## config.mk

```make
export PLATFORM = sky130hd
export DESIGN_NAME = tilt_from_accel_and_gyro_integrator
export DESIGN_NICKNAME = d
export VERILOG_FILES = /design/src/rtl/tac_pkg.sv /design/src/rtl/tac_cordic.sv /design/src/rtl/tilt_from_accel_and_gyro_integrator.sv
export VERILOG_INCLUDE_DIRS = /design/src /design/src/rtl
export SDC_FILE = /design/constraint.sdc
export NUM_CORES = 2
export LEC_CHECK = 0
export BUFFER_PORTS_ARGS = -buffer_cell sky130_fd_sc_hd__buf_2
export CORE_ASPECT_RATIO = 1.5
export CORE_MARGIN = 2
export CORE_UTILIZATION = 55
export DETAILED_ROUTE_END_ITERATION = 10
export PLACE_DENSITY = 0.8
export SKIP_LAST_GASP = 1
export SLEW_MARGIN = 20
export SYNTH_ARGS = -nofsm -noshare
export SYNTH_HDL_FRONTEND = slang
export SYNTH_SLANG_ARGS = --single-unit
```

## constraint.sdc

```tcl
create_clock -name i_clk -period 13.3 [get_ports i_clk]
set_input_delay 3.99 -clock i_clk [delete_from_list [all_inputs] [get_ports i_clk]]
set_output_delay 3.99 -clock i_clk [all_outputs]
set_load 0.03 [all_outputs]
```

## src/rtl/assert_macros.svh

```systemverilog
// Assertion macros used by the top-level RTL file of the tilt block.
// Depends on nothing; each macro takes its clock and active-low reset.
`ifndef ASSERT_MACROS_SVH
`define ASSERT_MACROS_SVH

// Assert a property on every rising edge of clk, off while rst_n is low.
`define ASSERT_PROP(lbl, clk, rst_n, prop, msg) \
    lbl: assert property (@(posedge clk) disable iff (!rst_n) (prop)) \
        else $error(msg);

// Assert that a condition is never true.
`define ASSERT_NEVER(lbl, clk, rst_n, cond, msg) \
    `ASSERT_PROP(lbl, clk, rst_n, !(cond), msg)

`endif

```

## src/rtl/tac_pkg.sv

```systemverilog
// Package of the tilt block: datapath widths, arctangent table and status type.
// Used by tac_cordic and tilt_from_accel_and_gyro_integrator; depends on nothing.
package tac_pkg;

    localparam int XW        = 36;
    localparam int ZW        = 28;
    localparam int ITER_W    = 5;
    localparam int ATAN_LEN  = 24;
    localparam int GAIN_W    = 24;
    localparam int ACC_W     = 48;
    localparam int PROD_W    = 41;

    localparam logic signed [ZW-1:0] PI_Q24      = 28'sd52707179;
    localparam logic signed [ZW-1:0] ROUND_HALF  = 28'sd1024;
    localparam logic signed [ZW-1:0] ANGLE_LIMIT = 28'sd25736;
    localparam logic [GAIN_W-1:0]    GAIN_RESET  = 24'd14642;

    localparam logic [23:0] ATAN_Q24 [ATAN_LEN] = '{
        24'd13176795, 24'd7778716, 24'd4110060, 24'd2086331,
        24'd1047214,  24'd524117,  24'd262123,  24'd131069,
        24'd65536,    24'd32768,   24'd16384,   24'd8192,
        24'd4096,     24'd2048,    24'd1024,    24'd512,
        24'd256,      24'd128,     24'd64,      24'd32,
        24'd16,       24'd8,       24'd4,       24'd2
    };

    typedef struct packed {
        logic busy;
        logic done;
    } t_cordic_stat;

endpackage

```

## src/rtl/tac_cordic.sv

```systemverilog
// Iterative CORDIC vectoring unit: -atan2(z, y) in 2^-13 rad, one rotation a cycle.
// Depends on tac_pkg.
module tac_cordic #(
    parameter int CORDIC_STEPS = 16
) (
    input  logic                  i_clk,
    input  logic                  i_rst_n,
    input  logic                  i_start,
    input  logic signed [15:0]    i_ay,
    input  logic signed [15:0]    i_az,
    output tac_pkg::t_cordic_stat o_stat,
    output logic signed [15:0]    o_angle
);

    localparam int NSTEP = (CORDIC_STEPS > tac_pkg::ATAN_LEN) ? tac_pkg::ATAN_LEN
                                                               : CORDIC_STEPS;
    localparam logic [tac_pkg::ITER_W-1:0] LAST = tac_pkg::ITER_W'(NSTEP - 1);

    localparam logic [1:0] S_IDLE  = 2'd0;
    localparam logic [1:0] S_ITER  = 2'd1;
    localparam logic [1:0] S_ROUND = 2'd2;

    logic [1:0]                      r_state;
    logic                            r_done;
    logic                            r_zero;
    logic [tac_pkg::ITER_W-1:0]      r_iter;
    logic signed [tac_pkg::XW-1:0]   r_x, r_y;
    logic signed [tac_pkg::ZW-1:0]   r_z;
    logic signed [15:0]              r_angle;

    logic signed [tac_pkg::XW-1:0]   x0, y0, dx, dy, n_x, n_y;
    logic signed [tac_pkg::ZW-1:0]   z0, step_ang, n_z, rnd, lim, n_angle_w;
    logic                            y_pos;

    always_comb begin
        x0 = {{4{i_ay[15]}}, i_ay, 16'b0};
        y0 = {{4{i_az[15]}}, i_az, 16'b0};
        z0 = '0;
        if (i_ay[15]) begin
            x0 = -x0;
            y0 = -y0;
            z0 = i_az[15] ? -tac_pkg::PI_Q24 : tac_pkg::PI_Q24;
        end
    end

    always_comb begin
        dx       = r_y >>> r_iter;
        dy       = r_x >>> r_iter;
        step_ang = $signed({4'b0, tac_pkg::ATAN_Q24[r_iter]});
        y_pos    = !r_y[tac_pkg::XW-1] && (r_y != '0);
        if (y_pos) begin
            n_x = r_x + dx;
            n_y = r_y - dy;
            n_z = r_z + step_ang;
        end else begin
            n_x = r_x - dx;
            n_y = r_y + dy;
            n_z = r_z - step_ang;
        end
    end

    always_comb begin
        rnd = (r_z + tac_pkg::ROUND_HALF) >>> 11;
        lim = rnd;
        if (rnd > tac_pkg::ANGLE_LIMIT) begin
            lim = tac_pkg::ANGLE_LIMIT;
        end else if (rnd < -tac_pkg::ANGLE_LIMIT) begin
            lim = -tac_pkg::ANGLE_LIMIT;
        end
        n_angle_w = r_zero ? '0 : -lim;
    end

    always_ff @(posedge i_clk) begin
        if (!i_rst_n) begin
            r_state <= S_IDLE;
            r_done  <= 1'b0;
        end else begin
            r_done <= (r_state == S_ROUND);
            unique case (r_state)
                S_IDLE: begin
                    if (i_start) begin
                        r_state <= S_ITER;
                    end
                end
                S_ITER: begin
                    if (r_iter == LAST) begin
                        r_state <= S_ROUND;
                    end
                end
                S_ROUND: begin
                    r_state <= S_IDLE;
                end
                default: begin
                    r_state <= S_IDLE;
                end
            endcase
        end
    end

    always_ff @(posedge i_clk) begin
        if (r_state == S_IDLE && i_start) begin
            r_x    <= x0;
            r_y    <= y0;
            r_z    <= z0;
            r_zero <= (i_ay == '0) && (i_az == '0);
            r_iter <= '0;
        end else if (r_state == S_ITER) begin
            r_x    <= n_x;
            r_y    <= n_y;
            r_z    <= n_z;
            r_iter <= r_iter + 1'b1;
        end
        if (r_state == S_ROUND) begin
            r_angle <= n_angle_w[15:0];
        end
    end

    assign o_stat.busy = (r_state != S_IDLE);
    assign o_stat.done = r_done;
    assign o_angle     = r_angle;

endmodule

```

## src/rtl/tilt_from_accel_and_gyro_integrator.sv

```systemverilog
// Top level: IMU tilt by CORDIC plus an integrated, seeded gyro angle.
// Depends on tac_pkg, tac_cordic and assert_macros.svh.
//
//  channel | direction | handshake                  | fields
//  input   | in        | i_in_valid / o_in_stall    | i_accel_y, i_accel_z, i_gyro_rate
//  output  | out       | o_out_valid / i_out_stall  | o_accel_angle, o_gyro_tilt
//  config  | in        | i_cfg_we                   | i_cfg_data (rate_gain)
//
// Each word passes the accept step, the micro-rotations in the shared shift-add stage of
// tac_cordic, a rounding step, the registered done flag and one accumulator update step.
// Reset clears the sequencer, the seed flag and the accumulator and loads the default gain.
// The result sits in an output register; the update cycle holds while an
// earlier word there is stalled, and no new word is taken until it is done.
`include "assert_macros.svh"

module tilt_from_accel_and_gyro_integrator #(
    parameter int CORDIC_STEPS = 16
) (
    input  logic                               i_clk,
    input  logic                               i_rst_n,
    input  logic                               i_in_valid,
    output logic                               o_in_stall,
    input  logic signed [15:0]                 i_accel_y,
    input  logic signed [15:0]                 i_accel_z,
    input  logic signed [15:0]                 i_gyro_rate,
    output logic                               o_out_valid,
    input  logic                               i_out_stall,
    output logic signed [15:0]                 o_accel_angle,
    output logic signed [31:0]                 o_gyro_tilt,
    input  logic                               i_cfg_we,
    input  logic [tac_pkg::GAIN_W-1:0]         i_cfg_data
);

    localparam logic [1:0] S_IDLE  = 2'd0;
    localparam logic [1:0] S_WAIT  = 2'd1;
    localparam logic [1:0] S_FINAL = 2'd2;

    logic [1:0]                        r_state;
    logic                              r_seeded;
    logic signed [tac_pkg::ACC_W-1:0]  r_acc;
    logic [tac_pkg::GAIN_W-1:0]        r_gain;
    logic signed [tac_pkg::PROD_W-1:0] r_prod;
    logic                              r_out_valid;
    logic signed [15:0]                r_accel_angle;
    logic signed [31:0]                r_gyro_tilt;

    logic                              accept, fin;
    tac_pkg::t_cordic_stat             cstat;
    logic signed [15:0]                tilt;
    logic signed [tac_pkg::ACC_W:0]    sum;
    logic signed [tac_pkg::ACC_W-1:0]  n_acc;

    assign accept = i_in_valid && !o_in_stall;
    assign fin    = (r_state == S_FINAL) && (!r_out_valid || !i_out_stall);

    tac_cordic #(
        .CORDIC_STEPS(CORDIC_STEPS)
    ) u_cordic (
        .i_clk   (i_clk),
        .i_rst_n (i_rst_n),
        .i_start (accept),
        .i_ay    (i_accel_y),
        .i_az    (i_accel_z),
        .o_stat  (cstat),
        .o_angle (tilt)
    );

    always_comb begin
        sum = {r_acc[tac_pkg::ACC_W-1], r_acc}
            + {{(tac_pkg::ACC_W + 1 - tac_pkg::PROD_W){r_prod[tac_pkg::PROD_W-1]}}, r_prod};
        if (!r_seeded) begin
            n_acc = {{13{tilt[15]}}, tilt, 19'b0};
        end else if (sum[tac_pkg::ACC_W] != sum[tac_pkg::ACC_W-1]) begin
            n_acc = {sum[tac_pkg::ACC_W], {(tac_pkg::ACC_W - 1){!sum[tac_pkg::ACC_W]}}};
        end else begin
            n_acc = sum[tac_pkg::ACC_W-1:0];
        end
    end

    always_ff @(posedge i_clk) begin
        if (!i_rst_n) begin
            r_state     <= S_IDLE;
            r_seeded    <= 1'b0;
            r_acc       <= '0;
            r_gain      <= tac_pkg::GAIN_RESET;
            r_out_valid <= 1'b0;
        end else begin
            if (i_cfg_we) begin
                r_gain <= i_cfg_data;
            end
            if (fin) begin
                r_out_valid <= 1'b1;
            end else if (!i_out_stall) begin
                r_out_valid <= 1'b0;
            end
            unique case (r_state)
                S_IDLE: begin
                    if (accept) begin
                        r_state <= S_WAIT;
                    end
                end
                S_WAIT: begin
                    if (cstat.done) begin
                        r_state <= S_FINAL;
                    end
                end
                S_FINAL: begin
                    if (fin) begin
                        r_acc    <= n_acc;
                        r_seeded <= 1'b1;
                        r_state  <= S_IDLE;
                    end
                end
                default: begin
                    r_state <= S_IDLE;
                end
            endcase
        end
    end

    always_ff @(posedge i_clk) begin
        if (accept) begin
            r_prod <= i_gyro_rate * $signed({1'b0, r_gain});
        end
        if (fin) begin
            r_accel_angle <= tilt;
            r_gyro_tilt   <= {{3{n_acc[tac_pkg::ACC_W-1]}}, n_acc[tac_pkg::ACC_W-1:19]};
        end
    end

    assign o_in_stall    = (r_state != S_IDLE);
    assign o_out_valid   = r_out_valid;
    assign o_accel_angle = r_accel_angle;
    assign o_gyro_tilt   = r_gyro_tilt;

    `ASSERT_NEVER(a_idle_cordic_free, i_clk, i_rst_n,
        (r_state == S_IDLE) && cstat.busy, "cordic busy while idle")
    `ASSERT_NEVER(a_done_in_wait, i_clk, i_rst_n,
        cstat.done && (r_state != S_WAIT), "cordic done outside wait")
    `ASSERT_PROP(a_out_from_final, i_clk, i_rst_n,
        $rose(r_out_valid) |-> ($past(r_state) == S_FINAL), "result without update")
    `ASSERT_PROP(a_seed_after_out, i_clk, i_rst_n,
        $rose(r_out_valid) |-> r_seeded, "seed flag not set")

endmodule

```

==> impl_metrics.csv <==
group,metric,value,unit
global_routing,antenna_found_initial,1,
synth,ys_warn_count,0,
cells_and_area,nets,5153,
synth,synth-xor-area-share,6.36,%
synth,synth-simple-area-share,17.5,%
critical_path,r2r-end,"r_prod[40]$_DFFE_PP_",
critical_path,cpMostUsedCell,"fa_1",
critical_path,crit_cells,21,
critical_path,worstSetupStartpointType,"input pin",
critical_path,path_class,"input pin to flop",
critical_path,cp_slowest_cell,"a2111oi_0",
synth,ys_async_sr_fraction,0,%
critical_path,cp_num_buf_inv,4,
critical_path,cp_cell_sequence,"buf_2 -> inv_1 -> nor2_1 -> fa_1 -> fa_1 -> fa_1 -> fa_1 -> fa_1 -> inv_1 -> fa_1 -> inv_1 -> ha_1 -> a211oi_1 -> nand2_1 -> a211oi_1 -> a31oi_1 -> a2111oi_0 -> nor2_1 -> a211o_1 -> a2111oi_0 -> nor3b_1",
drt,first_pass_iters,6,
global_routing,grt_pass1_wl,186000,µm
floorplan,fp.dieH,333,µm
drt,ant_nets,0,
floorplan,io_pins,127,
critical_path,reg2reg_depth,21,
sta,relSlewSlack,18.7,%
synth,synth_flop_cell,"edfxtp_1",
critical_path,endpoint_kind,"flop",
drt,wirelength,119000,µm
place,portBuffers,126,
sta,whs,457,ps
sta,setup_viol,0,
drt,num_vias,34478,
hold_path,hold_class,"flop to flop",
hold_path,hp-start,"u_cordic.o_angle[14]$_SDFFCE_PP0P_",
clock_tree,cts_tree,"done",
hold_path,min_to,"o_accel_angle[14]$_DFFE_PP_",
global_routing,grt_overflow,0,
critical_path,cpPeakStageDelay,630,ps
sta,period_needed,10640,ps
cells_and_area,fillers,6171,
global_routing,grt_pass1_vias,35055,
sta,tns,0,ps
clock_tree,post_cts_resize_count,0,
clock_tree,hold_buffers,0,
clock_tree,clock_path_buffers,3,
critical_path,crit_family,"adder cells",
synth,ys_top_cells_by_count,"nand2_1 (504), inv_1 (467), fa_1 (310)",
place,hpwl,91400,µm
synth,yosysMostFrequentCell,"nand2_1",
floorplan,fp.dieW,223,µm
synth,synthAdderAreaFrac,25.2,%
critical_path,reg2reg_setup_slack,5600,ps
synth,synth_fp_nets,5176,
cells_and_area,multi_input_area,29100,µm²
sta,worst_slew_pin_slew,1220,ps
synth,yosysTopAreaCellShare,15.7,%
floorplan,num_rows,120,
critical_path,crit_path_max_fanout,16,
clock_tree,post_cts_buffers,0,
synth,synth_seq_area_share,19.6,%
sta,final_max_slew_viol_count,0,
run_status,status,"complete, no violations",
sta,fmax,0.0940,GHz
sta,finClkSkew,19.3,ps
floorplan,die-area,74200,µm²
drt,drcViolationCount,0,
synth,syn_inst,4489,
synth,synth_cell_type_count,114,
sta,timing.final.crit_share,80.0,%
clock_tree,clock_sinks,287,
cells_and_area,seq_area,7790,µm²
drt,wl_per_cell,22.0,µm
clock_tree,insertion_delay,580,ps
sta,hold_viol,0,
cells_and_area,drive_gt1_share,8.93,%
synth,synth_area_leaders,"fa_1 (16%), edfxtp_1 (15%), ha_1 (9.5%)",
flow_run,max_cap_violations,0,
global_routing,grt_max_degree,67,
cells_and_area,num_antenna_cells,0,
synth,synth_edf_count,203,
critical_path,rr_startpoint,"r_gain[8]$_SDFFE_PN1P_",
synth,syn_area_per_cell,8.82,µm²
cells_and_area,area_growth,5.24,%
clock_tree,clk_pin_slew,60,ps
clock_tree,cts_max_level,2,
clock_tree,clk_root_buffer_cell,"clkbuf_16",
clock_tree,cts_buffers,34,
synth,yosysTopAreaCell,"fa_1",
sta,rsz0062_at_grt,"false",
hold_path,min_path_cells,0,
synth,synth_seq_cells,287,
floorplan,initial_core_util,55.5,%
drt,drt-initial-drc-count,2598,
synth,synth-compound-area-share,16.5,%
cells_and_area,post-route-util,58.4,%
critical_path,worstPathArrival,10940,ps
drt,viasPerCell,6.38,
critical_path,crit_required,13600,ps
synth,synth_mux_area_share,7.78,%
floorplan,coreArea,71300,µm²
place,place.gp.congestion,1.03,
synth,synth_top_family_by_area,"adder cells",
synth,syn_area,39600,µm²
global_routing,groute.usage.overall,31.9,%
[stage by stage]
stage,instances,worst slack [ps],cell area (µm²)
after floorplan,4489,3020,39600
after global placement,5343,2310,40600
after detailed placement,5344,2140,40600
after CTS,5403,2730,41700
after global routing,5404,2330,41700
final,5404,2660,41700
[layout make-up]
class,count,area share [%]
inverters,469,4.22
well taps,915,2.75
clock inverters,17,0.399
clock buffers,42,2.11
flip-flops and latches,287,18.7
multi-input cells,3515,69.7
repair buffers,159,2.10
[flip-flops by register name, summed over array words and instances (netlist names), 5 cells and up]
signal and count:
o_accel_angle 16, o_gyro_tilt 29, r_acc 48, r_gain 24, r_prod 41, u_cordic.o_angle 16, u_cordic.r_iter 5, u_cordic.r_x 36
u_cordic.r_y 36, u_cordic.r_z 28
[worst reg2reg max path, cell delays in order (launching register included)]
cell       delay (ps)
dfxtp_1           930
nand2_1           200
fa_1              610
fa_1              440
fa_1              480
fa_1              500
inv_1              70
fa_1              530
inv_1              50
fa_1              530
inv_1              50
ha_1              350
a21o_1            220
a21oi_1           130
o21ai_0            80
a21oi_1           300
a31oi_1           310
a2111oi_0         630
nor2_1            180
a211o_1           320
a2111oi_0         410
nor3b_1            90
[per-layer routing]
metal | wire (µm) | part of all wire [%] | global-route usage [%] | vias to the layer above
met4 | 11300 | 9.5 | 26.7 | 2
met2 | 60900 | 51 | 57.4 | 1511
li1 | - | - | - | 15643
met5 | 11 | 0.0093 | 0 | -
met1 | 39600 | 33 | 32.7 | 16748
met3 | 6970 | 5.9 | 4.36 | 574
[how the worst max path moves through the flow]
stage | from | slack [ps] | endpoint
after floorplan | i_gyro_rate[15] | 3020 | r_prod[40]$_DFFE_PP_
after global placement | i_gyro_rate[15] | 2310 | r_prod[40]$_DFFE_PP_
after detailed placement | i_gyro_rate[15] | 2140 | r_prod[40]$_DFFE_PP_
after CTS | i_gyro_rate[15] | 2730 | r_prod[40]$_DFFE_PP_
after global routing | i_gyro_rate[15] | 2330 | r_prod[40]$_DFFE_PP_
final | i_gyro_rate[15] | 2660 | r_prod[40]$_DFFE_PP_
[logic make-up (layout without fill, tap and decap cells)]
kind of cell	after synthesis	count (layout)
compound gates	997	997
flops	287	287
mux	199	199
xor+xnor	286	286
simple gates	1423	1423
buf+inv	687	687
fa+ha+maj	610	610
[cells in the final DEF (no fill, tap or decap), drive strengths merged, types with 33 or more instances in the layout]
| cell type | instances |
|---|---|
| a211oi | 43 |
| a21o | 93 |
| a21oi | 242 |
| a31oi | 70 |
| and2 | 192 |
| buf | 159 |
| clkbuf | 42 |
| dfxtp | 84 |
| edfxtp | 203 |
| fa | 310 |
| ha | 300 |
| inv | 471 |
| mux2i | 91 |
| mux4 | 83 |
| nand2 | 505 |
| nand2b | 48 |
| nand3 | 79 |
| nor2 | 309 |
| nor2b | 35 |
| nor3 | 63 |
| nor4 | 33 |
| o211ai | 41 |
| o21a | 34 |
| o21ai | 221 |
| xnor2 | 180 |
| xor2 | 106 |
Power is not shown: default switching activity piles up to over one toggle a cycle in this logic, so the estimate is an artifact.
